File: src/design/assert_macros.svh
// Assertion macros used by the encoder design.
// Each use expands to one labeled concurrent assertion that reports by $error.
`ifndef ASSERT_MACROS_SVH
`define ASSERT_MACROS_SVH

// Assertion on a given clock, disabled while the given active-low reset is low.
`define ASSERT_CLK_RST(label, clk, rst_n, prop, msg) \
    label: assert property (@(posedge clk) disable iff (!rst_n) prop) else $error(msg);

// Assertion on the house clock and reset.
`define ASSERT_STD(label, prop, msg) \
    `ASSERT_CLK_RST(label, i_clk, i_rst_n, prop, msg)

`endif

File: src/design/hre_pkg.sv
// ----------------------------------------------------------------------------
// hre_pkg
// Constants, control word types and microcode table of the hex record encoder.
// ----------------------------------------------------------------------------
package hre_pkg;

    // Record geometry and capacity.
    localparam int WORDS_PER_RECORD = 8;
    localparam int MAX_WORDS        = 1024;

    // Counter widths: the word counter can run a full record past capacity on an end item.
    localparam int WC_W   = $clog2(MAX_WORDS + WORDS_PER_RECORD + 1);
    localparam int SLOT_W = (WORDS_PER_RECORD > 1) ? $clog2(WORDS_PER_RECORD) : 1;

    // Byte count field of every data record.
    localparam logic [7:0] COUNT_BYTE = 8'((2 * WORDS_PER_RECORD) % 256);

    // ASCII characters used in the text.
    localparam logic [7:0] CH_COLON = 8'h3A;
    localparam logic [7:0] CH_ZERO  = 8'h30;
    localparam logic [7:0] CH_ONE   = 8'h31;
    localparam logic [7:0] CH_UPPER_A = 8'h41;
    localparam logic [7:0] CH_UPPER_F = 8'h46;
    localparam logic [7:0] CH_NL    = 8'h0A;

    // Program layout.
    localparam int NUM_STEPS = 29;
    localparam int PC_W      = $clog2(NUM_STEPS);

    localparam logic [PC_W-1:0] STEP_IDLE      = PC_W'(0);
    localparam logic [PC_W-1:0] STEP_HDR       = PC_W'(1);
    localparam logic [PC_W-1:0] STEP_DATA      = PC_W'(10);
    localparam logic [PC_W-1:0] STEP_CHECK     = PC_W'(14);
    localparam logic [PC_W-1:0] STEP_END_FIRST = PC_W'(17);
    localparam logic [PC_W-1:0] STEP_END_LAST  = PC_W'(28);

    // Character source of a step.
    typedef enum logic [0:0] {
        SRC_LIT,
        SRC_HEX
    } t_char_src;

    // Byte feeding the hex digit and the checksum adder.
    typedef enum logic [2:0] {
        BYTE_COUNT,
        BYTE_ADDR_HI,
        BYTE_ADDR_LO,
        BYTE_DATA_LO,
        BYTE_DATA_HI,
        BYTE_CHECK
    } t_byte_sel;

    // Running sum operation.
    typedef enum logic [1:0] {
        SUM_NONE,
        SUM_LOAD,
        SUM_ADD
    } t_sum_op;

    // Sequencing of a step.
    typedef enum logic [1:0] {
        JMP_NEXT,      // go to the following step
        JMP_REC_END,   // record closes: next; else padding loops to target, words finish
        JMP_LINE_END,  // end item continues with the end record, words finish
        JMP_DONE       // back to the idle step
    } t_jump;

    // One control word of the microcode.
    typedef struct packed {
        logic              emit;
        t_char_src         src;
        logic              nib_hi;
        logic [7:0]        lit;
        t_byte_sel         bsel;
        t_sum_op           sop;
        logic              adv_word;
        logic              clr;
        t_jump             jmp;
        logic [PC_W-1:0]   target;
    } t_ctrl;

    // Builds a literal character step.
    function automatic t_ctrl mk_lit(input logic [7:0] ch, input t_jump jmp,
                                     input logic clr);
        t_ctrl c;
        c          = '0;
        c.emit     = 1'b1;
        c.src      = SRC_LIT;
        c.lit      = ch;
        c.bsel     = BYTE_COUNT;
        c.sop      = SUM_NONE;
        c.clr      = clr;
        c.jmp      = jmp;
        c.target   = STEP_IDLE;
        return c;
    endfunction

    // Builds a hex digit step.
    function automatic t_ctrl mk_hex(input t_byte_sel bsel, input logic nib_hi,
                                     input t_sum_op sop, input logic adv_word,
                                     input t_jump jmp);
        t_ctrl c;
        c          = '0;
        c.emit     = 1'b1;
        c.src      = SRC_HEX;
        c.nib_hi   = nib_hi;
        c.bsel     = bsel;
        c.sop      = sop;
        c.adv_word = adv_word;
        c.jmp      = jmp;
        c.target   = STEP_DATA;
        return c;
    endfunction

    // Microcode table: header, data word, checksum and newline, end record.
    function automatic t_ctrl ctrl_rom(input logic [PC_W-1:0] pc);
        t_ctrl c;
        c     = '0;
        c.jmp = JMP_DONE;
        case (pc)
            PC_W'(1):  c = mk_lit(CH_COLON, JMP_NEXT, 1'b0);
            PC_W'(2):  c = mk_hex(BYTE_COUNT,   1'b1, SUM_LOAD, 1'b0, JMP_NEXT);
            PC_W'(3):  c = mk_hex(BYTE_COUNT,   1'b0, SUM_NONE, 1'b0, JMP_NEXT);
            PC_W'(4):  c = mk_hex(BYTE_ADDR_HI, 1'b1, SUM_ADD,  1'b0, JMP_NEXT);
            PC_W'(5):  c = mk_hex(BYTE_ADDR_HI, 1'b0, SUM_NONE, 1'b0, JMP_NEXT);
            PC_W'(6):  c = mk_hex(BYTE_ADDR_LO, 1'b1, SUM_ADD,  1'b0, JMP_NEXT);
            PC_W'(7):  c = mk_hex(BYTE_ADDR_LO, 1'b0, SUM_NONE, 1'b0, JMP_NEXT);
            PC_W'(8):  c = mk_lit(CH_ZERO, JMP_NEXT, 1'b0);
            PC_W'(9):  c = mk_lit(CH_ZERO, JMP_NEXT, 1'b0);
            PC_W'(10): c = mk_hex(BYTE_DATA_LO, 1'b1, SUM_ADD,  1'b0, JMP_NEXT);
            PC_W'(11): c = mk_hex(BYTE_DATA_LO, 1'b0, SUM_NONE, 1'b0, JMP_NEXT);
            PC_W'(12): c = mk_hex(BYTE_DATA_HI, 1'b1, SUM_ADD,  1'b0, JMP_NEXT);
            PC_W'(13): c = mk_hex(BYTE_DATA_HI, 1'b0, SUM_NONE, 1'b1, JMP_REC_END);
            PC_W'(14): c = mk_hex(BYTE_CHECK,   1'b1, SUM_NONE, 1'b0, JMP_NEXT);
            PC_W'(15): c = mk_hex(BYTE_CHECK,   1'b0, SUM_NONE, 1'b0, JMP_NEXT);
            PC_W'(16): c = mk_lit(CH_NL,      JMP_LINE_END, 1'b0);
            PC_W'(17): c = mk_lit(CH_COLON,   JMP_NEXT, 1'b0);
            PC_W'(18): c = mk_lit(CH_ZERO,    JMP_NEXT, 1'b0);
            PC_W'(19): c = mk_lit(CH_ZERO,    JMP_NEXT, 1'b0);
            PC_W'(20): c = mk_lit(CH_ZERO,    JMP_NEXT, 1'b0);
            PC_W'(21): c = mk_lit(CH_ZERO,    JMP_NEXT, 1'b0);
            PC_W'(22): c = mk_lit(CH_ZERO,    JMP_NEXT, 1'b0);
            PC_W'(23): c = mk_lit(CH_ZERO,    JMP_NEXT, 1'b0);
            PC_W'(24): c = mk_lit(CH_ZERO,    JMP_NEXT, 1'b0);
            PC_W'(25): c = mk_lit(CH_ONE,     JMP_NEXT, 1'b0);
            PC_W'(26): c = mk_lit(CH_UPPER_F, JMP_NEXT, 1'b0);
            PC_W'(27): c = mk_lit(CH_UPPER_F, JMP_NEXT, 1'b0);
            PC_W'(28): c = mk_lit(CH_NL,      JMP_DONE, 1'b1);
            default:   c.emit = 1'b0;
        endcase
        return c;
    endfunction

    // Uppercase hex digit of a nibble.
    function automatic logic [7:0] hex_char(input logic [3:0] n);
        logic [7:0] r;
        if (n < 4'd10) begin
            r = CH_ZERO + {4'b0, n};
        end else begin
            r = CH_UPPER_A + {4'b0, n} - 8'd10;
        end
        return r;
    endfunction

endpackage

File: src/design/hre_in_if.sv
// ----------------------------------------------------------------------------
// hre_in_if
// Input channel of the hex record encoder: one program word or end marker.
// ----------------------------------------------------------------------------
interface hre_in_if;
    logic        valid;
    logic        ready;
    logic        kind;
    logic [15:0] word;

    modport source (output valid, output kind, output word, input ready);
    modport sink   (input valid, input kind, input word, output ready);
endinterface

File: src/design/hre_out_if.sv
// ----------------------------------------------------------------------------
// hre_out_if
// Output channel of the hex record encoder: one ASCII character per word.
// ----------------------------------------------------------------------------
interface hre_out_if;
    logic       valid;
    logic       ready;
    logic [7:0] ascii_char;
    logic       last;
    logic       refused;

    modport source (output valid, output ascii_char, output last, output refused,
                    input ready);
    modport sink   (input valid, input ascii_char, input last, input refused,
                    output ready);
endinterface

File: src/design/hex_record_encoder.sv
// ----------------------------------------------------------------------------
// hex_record_encoder
// Microcoded encoder of 16-bit program words into Intel HEX text.
// ----------------------------------------------------------------------------
// Usage: i_in carries one word per item: kind 0 is a program word, kind 1
// ends the program. o_out carries the text one character per word, with
// last set on the final character that an input item causes.
// A sequencer steps through a 29-step control table, one character per
// cycle while the output is not stalled; the input is taken only while it
// sits at its idle step and the output register is free. A word in the
// middle of a record gives 4 characters, a record's first word 13, a
// record's last word 3 more for checksum and newline. On accept the
// sequencer moves to its first step, which registers its character.
// An end item pads the open record (or writes a full zero record), then
// writes ":00000001FF" and a newline, and restarts at address 0.
// A word beyond capacity gives one refused word with last set, state kept.
// Reset clears the address, record slot and sum, and empties the output.
// When the receiver stalls, the held character stays and the sequencer
// waits on the same step.
// ----------------------------------------------------------------------------
`include "assert_macros.svh"

module hex_record_encoder
    import hre_pkg::*;
(
    input  logic          i_clk,
    input  logic          i_rst_n,
    hre_in_if.sink        i_in,
    hre_out_if.source     o_out
);

    // Control state.
    logic [PC_W-1:0]   r_pc, n_pc;
    logic [WC_W-1:0]   r_wc, n_wc;
    logic [SLOT_W-1:0] r_slot, n_slot;
    logic [7:0]        r_sum, n_sum;
    logic              r_end, n_end;
    logic              r_out_valid, n_out_valid;

    // Payload registers.
    logic [15:0]       r_data;
    logic [7:0]        r_out_char;
    logic              r_out_last;
    logic              r_out_refused;

    t_ctrl             cw;
    logic              idle, out_free, in_acc, full, refuse, closing, step_go;
    logic [31:0]       addr_wide;
    logic [15:0]       addr;
    logic [7:0]        sel_byte;
    logic [3:0]        nibble;
    logic [7:0]        step_char;

    // Decode the current step and the handshakes.
    always_comb begin
        cw       = ctrl_rom(r_pc);
        idle     = (r_pc == STEP_IDLE);
        out_free = !r_out_valid || o_out.ready;
        in_acc   = i_in.valid && i_in.ready;
        full     = (r_wc == WC_W'(MAX_WORDS));
        refuse   = in_acc && !i_in.kind && full;
        closing  = (r_slot == SLOT_W'(WORDS_PER_RECORD - 1));
        step_go  = !idle && (!cw.emit || out_free);
    end

    assign i_in.ready = idle && out_free;

    // Byte address of the next word, wrapped to 16 bits.
    assign addr_wide = 32'(r_wc) << 1;
    assign addr      = addr_wide[15:0];

    // Byte and character selection.
    always_comb begin
        unique case (cw.bsel)
            BYTE_COUNT:   sel_byte = COUNT_BYTE;
            BYTE_ADDR_HI: sel_byte = addr[15:8];
            BYTE_ADDR_LO: sel_byte = addr[7:0];
            BYTE_DATA_LO: sel_byte = r_data[7:0];
            BYTE_DATA_HI: sel_byte = r_data[15:8];
            BYTE_CHECK:   sel_byte = 8'(8'd0 - r_sum);
            default:      sel_byte = 8'd0;
        endcase
        nibble = cw.nib_hi ? sel_byte[7:4] : sel_byte[3:0];
        unique case (cw.src)
            SRC_LIT: step_char = cw.lit;
            SRC_HEX: step_char = hex_char(nibble);
            default: step_char = cw.lit;
        endcase
    end

    // Sequencer and datapath next state.
    always_comb begin
        n_pc        = r_pc;
        n_wc        = r_wc;
        n_slot      = r_slot;
        n_sum       = r_sum;
        n_end       = r_end;
        n_out_valid = r_out_valid;

        if (o_out.ready) begin
            n_out_valid = 1'b0;
        end

        if (idle) begin
            // Dispatch: a refused word answers at once, others run the program.
            if (in_acc) begin
                n_end = i_in.kind;
                if (refuse) begin
                    n_out_valid = 1'b1;
                end else if (r_slot != '0) begin
                    n_pc = STEP_DATA;
                end else begin
                    n_pc = STEP_HDR;
                end
            end
        end else if (step_go) begin
            if (cw.emit) begin
                n_out_valid = 1'b1;
            end

            unique case (cw.sop)
                SUM_LOAD: n_sum = sel_byte;
                SUM_ADD:  n_sum = r_sum + sel_byte;
                default:  n_sum = r_sum;
            endcase

            if (cw.adv_word) begin
                n_wc   = r_wc + WC_W'(1);
                n_slot = closing ? '0 : r_slot + SLOT_W'(1);
            end

            unique case (cw.jmp)
                JMP_NEXT:     n_pc = r_pc + PC_W'(1);
                JMP_REC_END:  n_pc = closing ? r_pc + PC_W'(1)
                                             : (r_end ? cw.target : STEP_IDLE);
                JMP_LINE_END: n_pc = r_end ? r_pc + PC_W'(1) : STEP_IDLE;
                JMP_DONE:     n_pc = STEP_IDLE;
                default:      n_pc = STEP_IDLE;
            endcase

            // The end record restarts the program at address 0.
            if (cw.clr) begin
                n_wc   = '0;
                n_slot = '0;
                n_sum  = '0;
            end
        end
    end

    // Control registers.
    always_ff @(posedge i_clk) begin
        if (!i_rst_n) begin
            r_pc        <= STEP_IDLE;
            r_wc        <= '0;
            r_slot      <= '0;
            r_sum       <= '0;
            r_end       <= 1'b0;
            r_out_valid <= 1'b0;
        end else begin
            r_pc        <= n_pc;
            r_wc        <= n_wc;
            r_slot      <= n_slot;
            r_sum       <= n_sum;
            r_end       <= n_end;
            r_out_valid <= n_out_valid;
        end
    end

    // Payload registers: input word and output character.
    always_ff @(posedge i_clk) begin
        if (in_acc) begin
            r_data <= i_in.kind ? 16'd0 : i_in.word;
        end
        if (refuse) begin
            r_out_char    <= 8'd0;
            r_out_last    <= 1'b1;
            r_out_refused <= 1'b1;
        end else if (step_go && cw.emit) begin
            r_out_char    <= step_char;
            r_out_last    <= (n_pc == STEP_IDLE);
            r_out_refused <= 1'b0;
        end
    end

    assign o_out.valid      = r_out_valid;
    assign o_out.ascii_char = r_out_char;
    assign o_out.last       = r_out_last;
    assign o_out.refused    = r_out_refused;

    // A refused word is always a single word that closes its item.
    `ASSERT_STD(a_refused_last, (o_out.valid && o_out.refused) |-> o_out.last,
        "refused word without last")

    // A stalled output holds the sequencer on its step.
    `ASSERT_STD(a_stall_holds_pc, (!idle && cw.emit && r_out_valid && !o_out.ready)
        |=> $stable(r_pc), "sequencer advanced under stall")

    // Between items the word counter never passes capacity.
    `ASSERT_STD(a_capacity, idle |-> (r_wc <= WC_W'(MAX_WORDS)),
        "word counter beyond capacity at idle")

    // The end record leaves the encoder at address 0 with no record open.
    `ASSERT_STD(a_end_clears, (r_pc == STEP_END_LAST && step_go)
        |=> (r_wc == '0 && r_slot == '0 && idle), "end record did not restart")

endmodule
File: src/flat_wrapper.sv
// flat-port wrapper written by rule: the top's interface ports become plain ports
module hex_record_encoder_flat import hre_pkg::*;
  (i_clk, i_rst_n, i_in_valid, i_in_kind, i_in_word, i_in_ready, o_out_valid, o_out_ascii_char, o_out_last, o_out_refused, o_out_ready);
  hre_in_if i_in_i ();
  hre_out_if o_out_i ();
  input  logic i_clk;
  input  logic i_rst_n;
  input wire logic [$bits(i_in_i.valid)-1:0] i_in_valid;
  input wire logic [$bits(i_in_i.kind)-1:0] i_in_kind;
  input wire logic [$bits(i_in_i.word)-1:0] i_in_word;
  output wire logic [$bits(i_in_i.ready)-1:0] i_in_ready;
  output wire logic [$bits(o_out_i.valid)-1:0] o_out_valid;
  output wire logic [$bits(o_out_i.ascii_char)-1:0] o_out_ascii_char;
  output wire logic [$bits(o_out_i.last)-1:0] o_out_last;
  output wire logic [$bits(o_out_i.refused)-1:0] o_out_refused;
  input wire logic [$bits(o_out_i.ready)-1:0] o_out_ready;
  assign i_in_i.valid = i_in_valid;
  assign i_in_i.kind = i_in_kind;
  assign i_in_i.word = i_in_word;
  assign i_in_ready = i_in_i.ready;
  assign o_out_valid = o_out_i.valid;
  assign o_out_ascii_char = o_out_i.ascii_char;
  assign o_out_last = o_out_i.last;
  assign o_out_refused = o_out_i.refused;
  assign o_out_i.ready = o_out_ready;
  hex_record_encoder u_core (.i_clk(i_clk), .i_rst_n(i_rst_n), .i_in(i_in_i), .o_out(o_out_i));
endmodule
File: config.mk
export PLATFORM = sky130hd
export DESIGN_NAME = hex_record_encoder_flat
export DESIGN_NICKNAME = d
export VERILOG_FILES = /design/src/design/hre_pkg.sv /design/src/design/hre_in_if.sv /design/src/design/hre_out_if.sv /design/src/design/hex_record_encoder.sv /design/src/flat_wrapper.sv
export VERILOG_INCLUDE_DIRS = /design/src /design/src/design
export SDC_FILE = /design/constraint.sdc
export NUM_CORES = 1
export LEC_CHECK = 0
export ABC_AREA = 1
export BUFFER_PORTS_ARGS = -buffer_cell sky130_fd_sc_hd__buf_2
export CAP_MARGIN = 20
export CORE_MARGIN = 4
export CORE_UTILIZATION = 55
export DETAILED_ROUTE_END_ITERATION = 8
export GPL_ROUTABILITY_DRIVEN = 1
export PLACE_DENSITY = 0.75
export SLEW_MARGIN = 20
export SYNTH_ARGS = -nofsm -noshare
export SYNTH_HDL_FRONTEND = slang
export SYNTH_SLANG_ARGS = --single-unit
File: constraint.sdc
create_clock -name i_clk -period 3.9 [get_ports i_clk]
set_clock_uncertainty 0.15 [all_clocks]
set_input_delay 1.17 -clock i_clk [delete_from_list [all_inputs] [get_ports i_clk]]
set_output_delay 1.17 -clock i_clk [all_outputs]
set_load 0.1 [all_outputs]
# Yosys cells after proc, flatten, opt, wreduce, memory -nomap -nowiden

Index checks and enable logic that the tools add are counted.

Input bits: 21
Flip-flop bits (word level): 55

Magnitude comparators: 1
Bitwise operators: 2
Equality and inequality tests: 40
Add/sub/neg operators: 8
Muxes and demuxes: 28
Reductions and logical operators: 26

Operators with widths:

| kind                                             | count |
|---|---|
| case mux 24 bit (18 select lines)                | 1 |
| == test 5 bit, second input constant             | 13 |
| case mux 8 bit (6 select lines)                  | 1 |
| == test 5 x 4 -> 1 bit, second input constant    | 8 |
| two-way mux 5 bit                                | 7 |
| case mux 8 bit (2 select lines)                  | 2 |
| OR reduction 28 bit                              | 1 |
| two-way mux 11 bit                               | 2 |
| == test 5 x 3 -> 1 bit, second input constant    | 4 |
| case mux 5 bit (4 select lines)                  | 1 |
| two-way mux 8 bit                                | 2 |
| adder 11 x 1 -> 11 bit, second input constant    | 1 |
| == test 11 bit, second input constant            | 1 |
| == test 5 x 2 -> 1 bit, second input constant    | 2 |
| zero test 5 bit                                  | 2 |
| == test 3 bit, second input constant             | 3 |
| two-way mux 3 bit                                | 3 |
| OR reduction 9 bit                               | 1 |
| adder 7 x 4 -> 8 bit, first input constant       | 1 |
| adder 8 bit                                      | 1 |
| two-way mux 4 bit                                | 2 |
| subtractor 1 x 8 -> 8 bit, first input constant  | 1 |
| subtractor 8 x 4 -> 8 bit, second input constant | 1 |
| adder 6 x 4 -> 7 bit, first input constant       | 1 |
| 20 further kinds                                 | 43 |

# Depth between registers and ports, before layout

Depth after elaboration: 10
Mapped depth: 26
Gate-level depth less buffers: 26

# Least setup slack after synthesis

Ideal clock, no wire load.

Path type: input to register
Start point: input port o_out_ready
End point: register u_core.r_out_last (netlist: u_core.o_out.last)
Buffers on the path: 0
Setup slack: -0.308 ns
Stages on the path: 14
Arrival time: 3.989 ns
Data required time: 3.681 ns
Path through: nor2_1 -> nor2_1 -> nand2_1 -> nor2_1 -> nand4_1 -> inv_2 -> nor2_1 -> nand2_1 -> nand2_1 -> inv_1 -> o21ai_0 -> o311ai_0 -> nand4_1 -> o21ai_1

Cells in the longest elaborated chain, start to end: 9
Elaborated cells between the ends (all ways): 13
Classes of those cells: mux (4); reduce/logical (9)

Ends and longest elaborated chain:

| item                            | line                      | source |
|---|---|---|
| start: declaration              | flat_wrapper.sv:16        | `input wire logic [$bits(o_out_i.ready)-1:0] o_out_ready;` |
| logical OR 1 bit (*)            | hex_record_encoder.sv:58  | `out_free = !r_out_valid \|\| o_out.ready;` |
| logical AND 1 bit (*)           | hex_record_encoder.sv:66  | `assign i_in.ready = idle && out_free;` |
| via i_in_ready                  | flat_wrapper.sv:11        | `output wire logic [$bits(i_in_i.ready)-1:0] i_in_ready;` |
| logical AND 1 bit (*)           | hex_record_encoder.sv:59  | `in_acc = i_in.valid && i_in.ready;` |
| logical AND 1 bit (2 in series) | hex_record_encoder.sv:61  | `refuse = in_acc && !i_in.kind && full;` |
| two-way mux 5 bit               | hex_record_encoder.sv:108 | `if (refuse) begin` |
| two-way mux 5 bit               | hex_record_encoder.sv:106 | `if (in_acc) begin` |
| two-way mux 5 bit               | hex_record_encoder.sv:104 | `if (idle) begin` |
| zero test 5 bit                 | hex_record_encoder.sv:180 | `r_out_last <= (n_pc == STEP_IDLE);` |
| end signal: assignment          | hex_record_encoder.sv:180 |  |
| end: declaration                | hex_record_encoder.sv:43  | `logic r_out_last;` |

Mark *: on every way through the listed nets, which the timed path passes. The rest lies on a longest branch.
A chain may end at the register's enable or synchronous reset.

# Final worst setup path

Start point: register u_core.r_pc[0]
End point: register u_core.r_sum[7]

Cells in the longest elaborated chain, start to end: 8
Elaborated cells between the ends (all ways): 54
Classes of those cells: add/sub (1); eq/ne (35); mux (5); bitwise (1); reduce/logical (12)

Ends and longest elaborated chain:

| item                                                                             | line                      | source |
|---|---|---|
| start: declaration                                                               | hex_record_encoder.sv:33  | `logic [PC_W-1:0] r_pc, n_pc;` |
| start signal: assignment                                                         | hex_record_encoder.sv:160 | `r_pc <= n_pc;` |
| == test 5 x 4 -> 1 bit, or another cell as far along                             | hre_pkg.sv:120            | `case (pc)` |
| OR reduction 9 bit (no source line) / OR reduction 2 bit (equally long branches) | -                         |  |
| case mux 24 bit (18 select lines)                                                | hre_pkg.sv:120            |  |
| == test 3 bit, or another cell as far along                                      | hex_record_encoder.sv:74  | `unique case (cw.bsel)` |
| case mux 8 bit (6 select lines)                                                  | hex_record_encoder.sv:74  |  |
| adder 8 bit                                                                      | hex_record_encoder.sv:123 | `SUM_ADD: n_sum = r_sum + sel_byte;` |
| case mux 8 bit (2 select lines)                                                  | hex_record_encoder.sv:121 | `unique case (cw.sop)` |
| two-way mux 8 bit                                                                | hex_record_encoder.sv:142 | `if (cw.clr) begin` |
| end signal: assignment                                                           | hex_record_encoder.sv:163 | `r_sum <= n_sum;` |
| end: declaration                                                                 | hex_record_encoder.sv:36  | `logic [7:0] r_sum, n_sum;` |

Several ways; a longest one is shown, not always the timed one.

==> key figures <==
Floorplanning
  • Horizontal die dimension: 91.67 microns
  • Chip height: approximately 90 microns
  • Count of boundary I/O pins: 33
  • Number of standard-cell rows in the floorplan: 30
  • Core Region: ~6800 sq um
  • Full die area: ~8400 sq um
  • Initial standard-cell utilization of the core: 56.67%

Global routing
  • Global routing usage summed across all routing layers: about a quarter
  • Number of antenna violations at the first check in global routing: 0
  • Pin count of the biggest net entering global routing: 19
  • Grt ovf: 0
  • Number of global-route vias before repair: around 3500
  • First-pass GRT wire length: ~16000 microns

Synthesis
  • Average size of a mapped cell: between 6 and 7 sq um
  • Top FF cell, synth: sky130_fd_sc_hd__dfxtp_1
  • Post-synthesis cell count: approximately 560
  • Cell taking the most area after synthesis: sky130_fd_sc_hd__dfxtp_1
  • Count of synthesis-stage warnings from yosys: 0
  • Top post-synthesis cells by area: sky130_fd_sc_hd__dfxtp_1 20%, sky130_fd_sc_hd__edfxtp_1 12%, sky130_fd_sc_hd__nand2_1 12%, sky130_fd_sc_hd__inv_1 8.2%, sky130_fd_sc_hd__ha_1 6.5%
  • Unique masters post-synth: 46
  • Synth top area share: between 10% and 20%
  • Register bit total from synthesis: between 50 and 60
  • EDFF count, synth: 16
  • Commonest cells in the netlist: 125 x sky130_fd_sc_hd__nand2_1, 84 x sky130_fd_sc_hd__inv_1, 65 x sky130_fd_sc_hd__nor2_1
  • Synth Net Count: 603
  • Cell area after technology mapping: between 3000 and 4000 sq um
  • Fraction of synthesis flops using an asynchronous set or reset pin: 0%
  • Proportion of synthesized chip area in sequential cells: between 30% and 40%
  • Top-count cell post-synth: sky130_fd_sc_hd__nand2_1

Worst setup path
  • Req. time, crit path: just under 4 ns
  • Startpoint-to-endpoint class of the critical path: reg2reg
  • Buffers plus inverters on the worst setup path: 3
  • Startpoint types: flop
  • Worst EP arrival: approximately 3.7 ns
  • Critical Path Fanout Max: 6
  • Delay-heaviest family, CP: simple AND/OR/NAND/NOR gates
  • Critical Path Sink Type: flop
  • Slowest stage cell on the critical path: sky130_fd_sc_hd__dfxtp_1
  • Worst stage delay on the critical path: 0.43 ns
  • Crit-path cells: ha_1, inv_1, nor2_1, ha_1, inv_1, nand2_1, nor2_2, nor3_4, inv_1, nor2_1, nand2_1, nand4_1, ha_1, a21o_1, a221oi_1, nand2_1, nand2_1, nand2_1, nand2_1, nand4_1, a21oi_1
  • Most used cell, CP: sky130_fd_sc_hd__nand2_1

Detailed routing
  • Remaining antenna violation count: 0
  • Router iterations before antenna repair: 5
  • Overall via count from detail_route: 3716
  • DRC violation count after routing: 0
  • Average detailed-routed wire length per instance: 13.70 microns
  • DRT Wirelength: about 9500 microns
  • Vias per cell: 5.386
  • Initial DRC Count: around 180

Finish
  • Register cell area after layout: 1241 sq um
  • Number of non-filler instances in the completed layout: around 700
  • Final core utilization: about three fifths
  • Area of combinational cells with multiple inputs: 2212 sq um
  • Final antenna diode count: 0
  • FILL cells: 647
  • Share of post-route cells with drive strength above 1: between 10% and 20%
  • NumNets Final: between 600 and 700
  • Signed area change from the synthesized netlist to the final layout: 9.392%

Timing
  • Fin. Hold Viols: 0
  • Portion of the clock cycle consumed by the worst path in the final layout: ~92%
  • Max_slew headroom: between 30% and 40%
  • Maximum clock frequency: roughly 280 MHz
  • Setup WS post-layout: 0.3300 ns
  • Fin. max-slew vios: 0
  • Transition time at the pin with the least slew margin: between 0.9 and 1 ns
  • Post-layout minimum cycle time: around 3.6 ns
  • Count of final setup violators: 0

Clocking
  • Total clock sinks: 54
  • Clock buffer count from CTS: 5
  • H-tree depth: 2
  • Post-cts resize count: 0
  • Number of setup buffers added after CTS: 0
  • CTS root buf: sky130_fd_sc_hd__clkbuf_8
  • Register clock-pin slew on the reported worst setup and hold paths: around 0.10 ns
  • Clock latency on the worst-skew pair: 0.31 ns
  • Maximum clock insertion buffer count: 2
  • Number of buffers inserted for hold repair after clock tree synthesis: 0
  • CTS tree: built

Placed design
  • Dpl hpwl: 7504 microns
  • DP Cell Count: between 600 and 700
  • IO Port Bufs: 31
  • Global placement routability congestion: about 0.94
  • Worst setup slack after placement: ~0.34 ns

Power
  • Total power divided by cell area: 540.6 nW/um^2
  • Leakage power figure: 2.103 nW
  • Peak VDD IR: about 0.00021 V

Job
  • Max-cap violations: 0

Worst hold path
  • Hold WC Path Type: reg2reg

Status
  • Outcome: finished, final reports clean
==> power by group <==
group	switching, mW	internal (mW)
clock network	0.195	0.194
registers	0.0598	0.706
logic	0.843	0.278
total	1.10	1.18
==> sequential cells by signal, summed over array words and instances, names as in the netlist <==
| name | flops |
|---|---|
| u_core.r_slot | 3 |
| u_core.r_end | 1 |
| u_core.r_sum | 8 |
| u_core.r_pc | 5 |
| u_core.o_out.valid | 1 |
| u_core.o_out.last | 1 |
| u_core.o_out.ascii_char | 7 |
| u_core.o_out.refused | 1 |
| u_core.r_wc | 11 |
| u_core.r_data | 16 |
==> cell families after synthesis <==
| kind of cell | after synthesis | share of synthesized area [%] |
|---|---|---|
| fa+ha+maj | 20 | 6.500 |
| buf+inv | 104 | 10.66 |
| other cells | 1 | 0.09740 |
| compound gates | 110 | 16.44 |
| flops | 54 | 32.24 |
| simple gates | 266 | 32.47 |
| xor+xnor | 7 | 1.592 |
==> stage by stage <==
stage	TNS, ns	hold slack [ns]	cell area, sq um	total power, mW
floorplan	0	0.3035	3852	1.669
finish	0	0.2960	4212	2.277
detailed placement	0	0.2769	4089	1.890
global placement	0	0.2756	4089	1.872
global route	-0.007921	0.3378	4212	2.423
CTS	0	0.2999	4200	2.280
==> worst paths after layout <==
| kind | from | end | slack, ns | depth (start not counted) |
|---|---|---|---|---|
| hold reg to reg | u_core.o_out.refused | u_core.o_out.refused | 0.30 | 2 |
| setup reg to reg | u_core.r_pc[0] | u_core.r_sum[7] | 0.33 | 21 |
| hold / removal | u_core.o_out.refused | u_core.o_out.refused | 0.30 | 2 |
| setup / recovery | u_core.r_pc[0] | u_core.r_sum[7] | 0.33 | 21 |
==> layout by cell type (no fill, tap or decap), types with 16 or more instances in the layout <==
| cell type | count |
|---|---|
| sky130_fd_sc_hd__a21oi_1 | 38 |
| sky130_fd_sc_hd__buf_2 | 31 |
| sky130_fd_sc_hd__dfxtp_1 | 38 |
| sky130_fd_sc_hd__edfxtp_1 | 16 |
| sky130_fd_sc_hd__ha_1 | 20 |
| sky130_fd_sc_hd__inv_1 | 84 |
| sky130_fd_sc_hd__nand2_1 | 125 |
| sky130_fd_sc_hd__nand3_1 | 26 |
| sky130_fd_sc_hd__nor2_1 | 62 |
| sky130_fd_sc_hd__o21ai_0 | 28 |
==> routing by layer <==
metal  vias to the layer above  GRT usage (%)  wire length (microns)
li1                       1901              -                      -
met1                      1668          30.85                   4349
met2                       127          39.07                   4340
met3                        20          4.020                    562
met4                         0          8.291                    202
met5                         -              0                      0
==> tightest hold or removal path, cell delays in order, from the launching register on <==
cell                      delay [ns]
sky130_fd_sc_hd__dfxtp_1        0.32
sky130_fd_sc_hd__nand2_1        0.06
sky130_fd_sc_hd__nand2_1        0.04
==> final cells by class <==
type,instances,area share [%]
Clock inverter,2,0.8913
Multi-Input combinational cell,404,52.53
Clock buffer,6,1.753
Timing Repair Buffer,33,4.040
Inverter,95,8.467
Sequential cell,54,29.47
Tap cell,96,2.852
No activity file was read; power rests on OpenSTA's default activity.
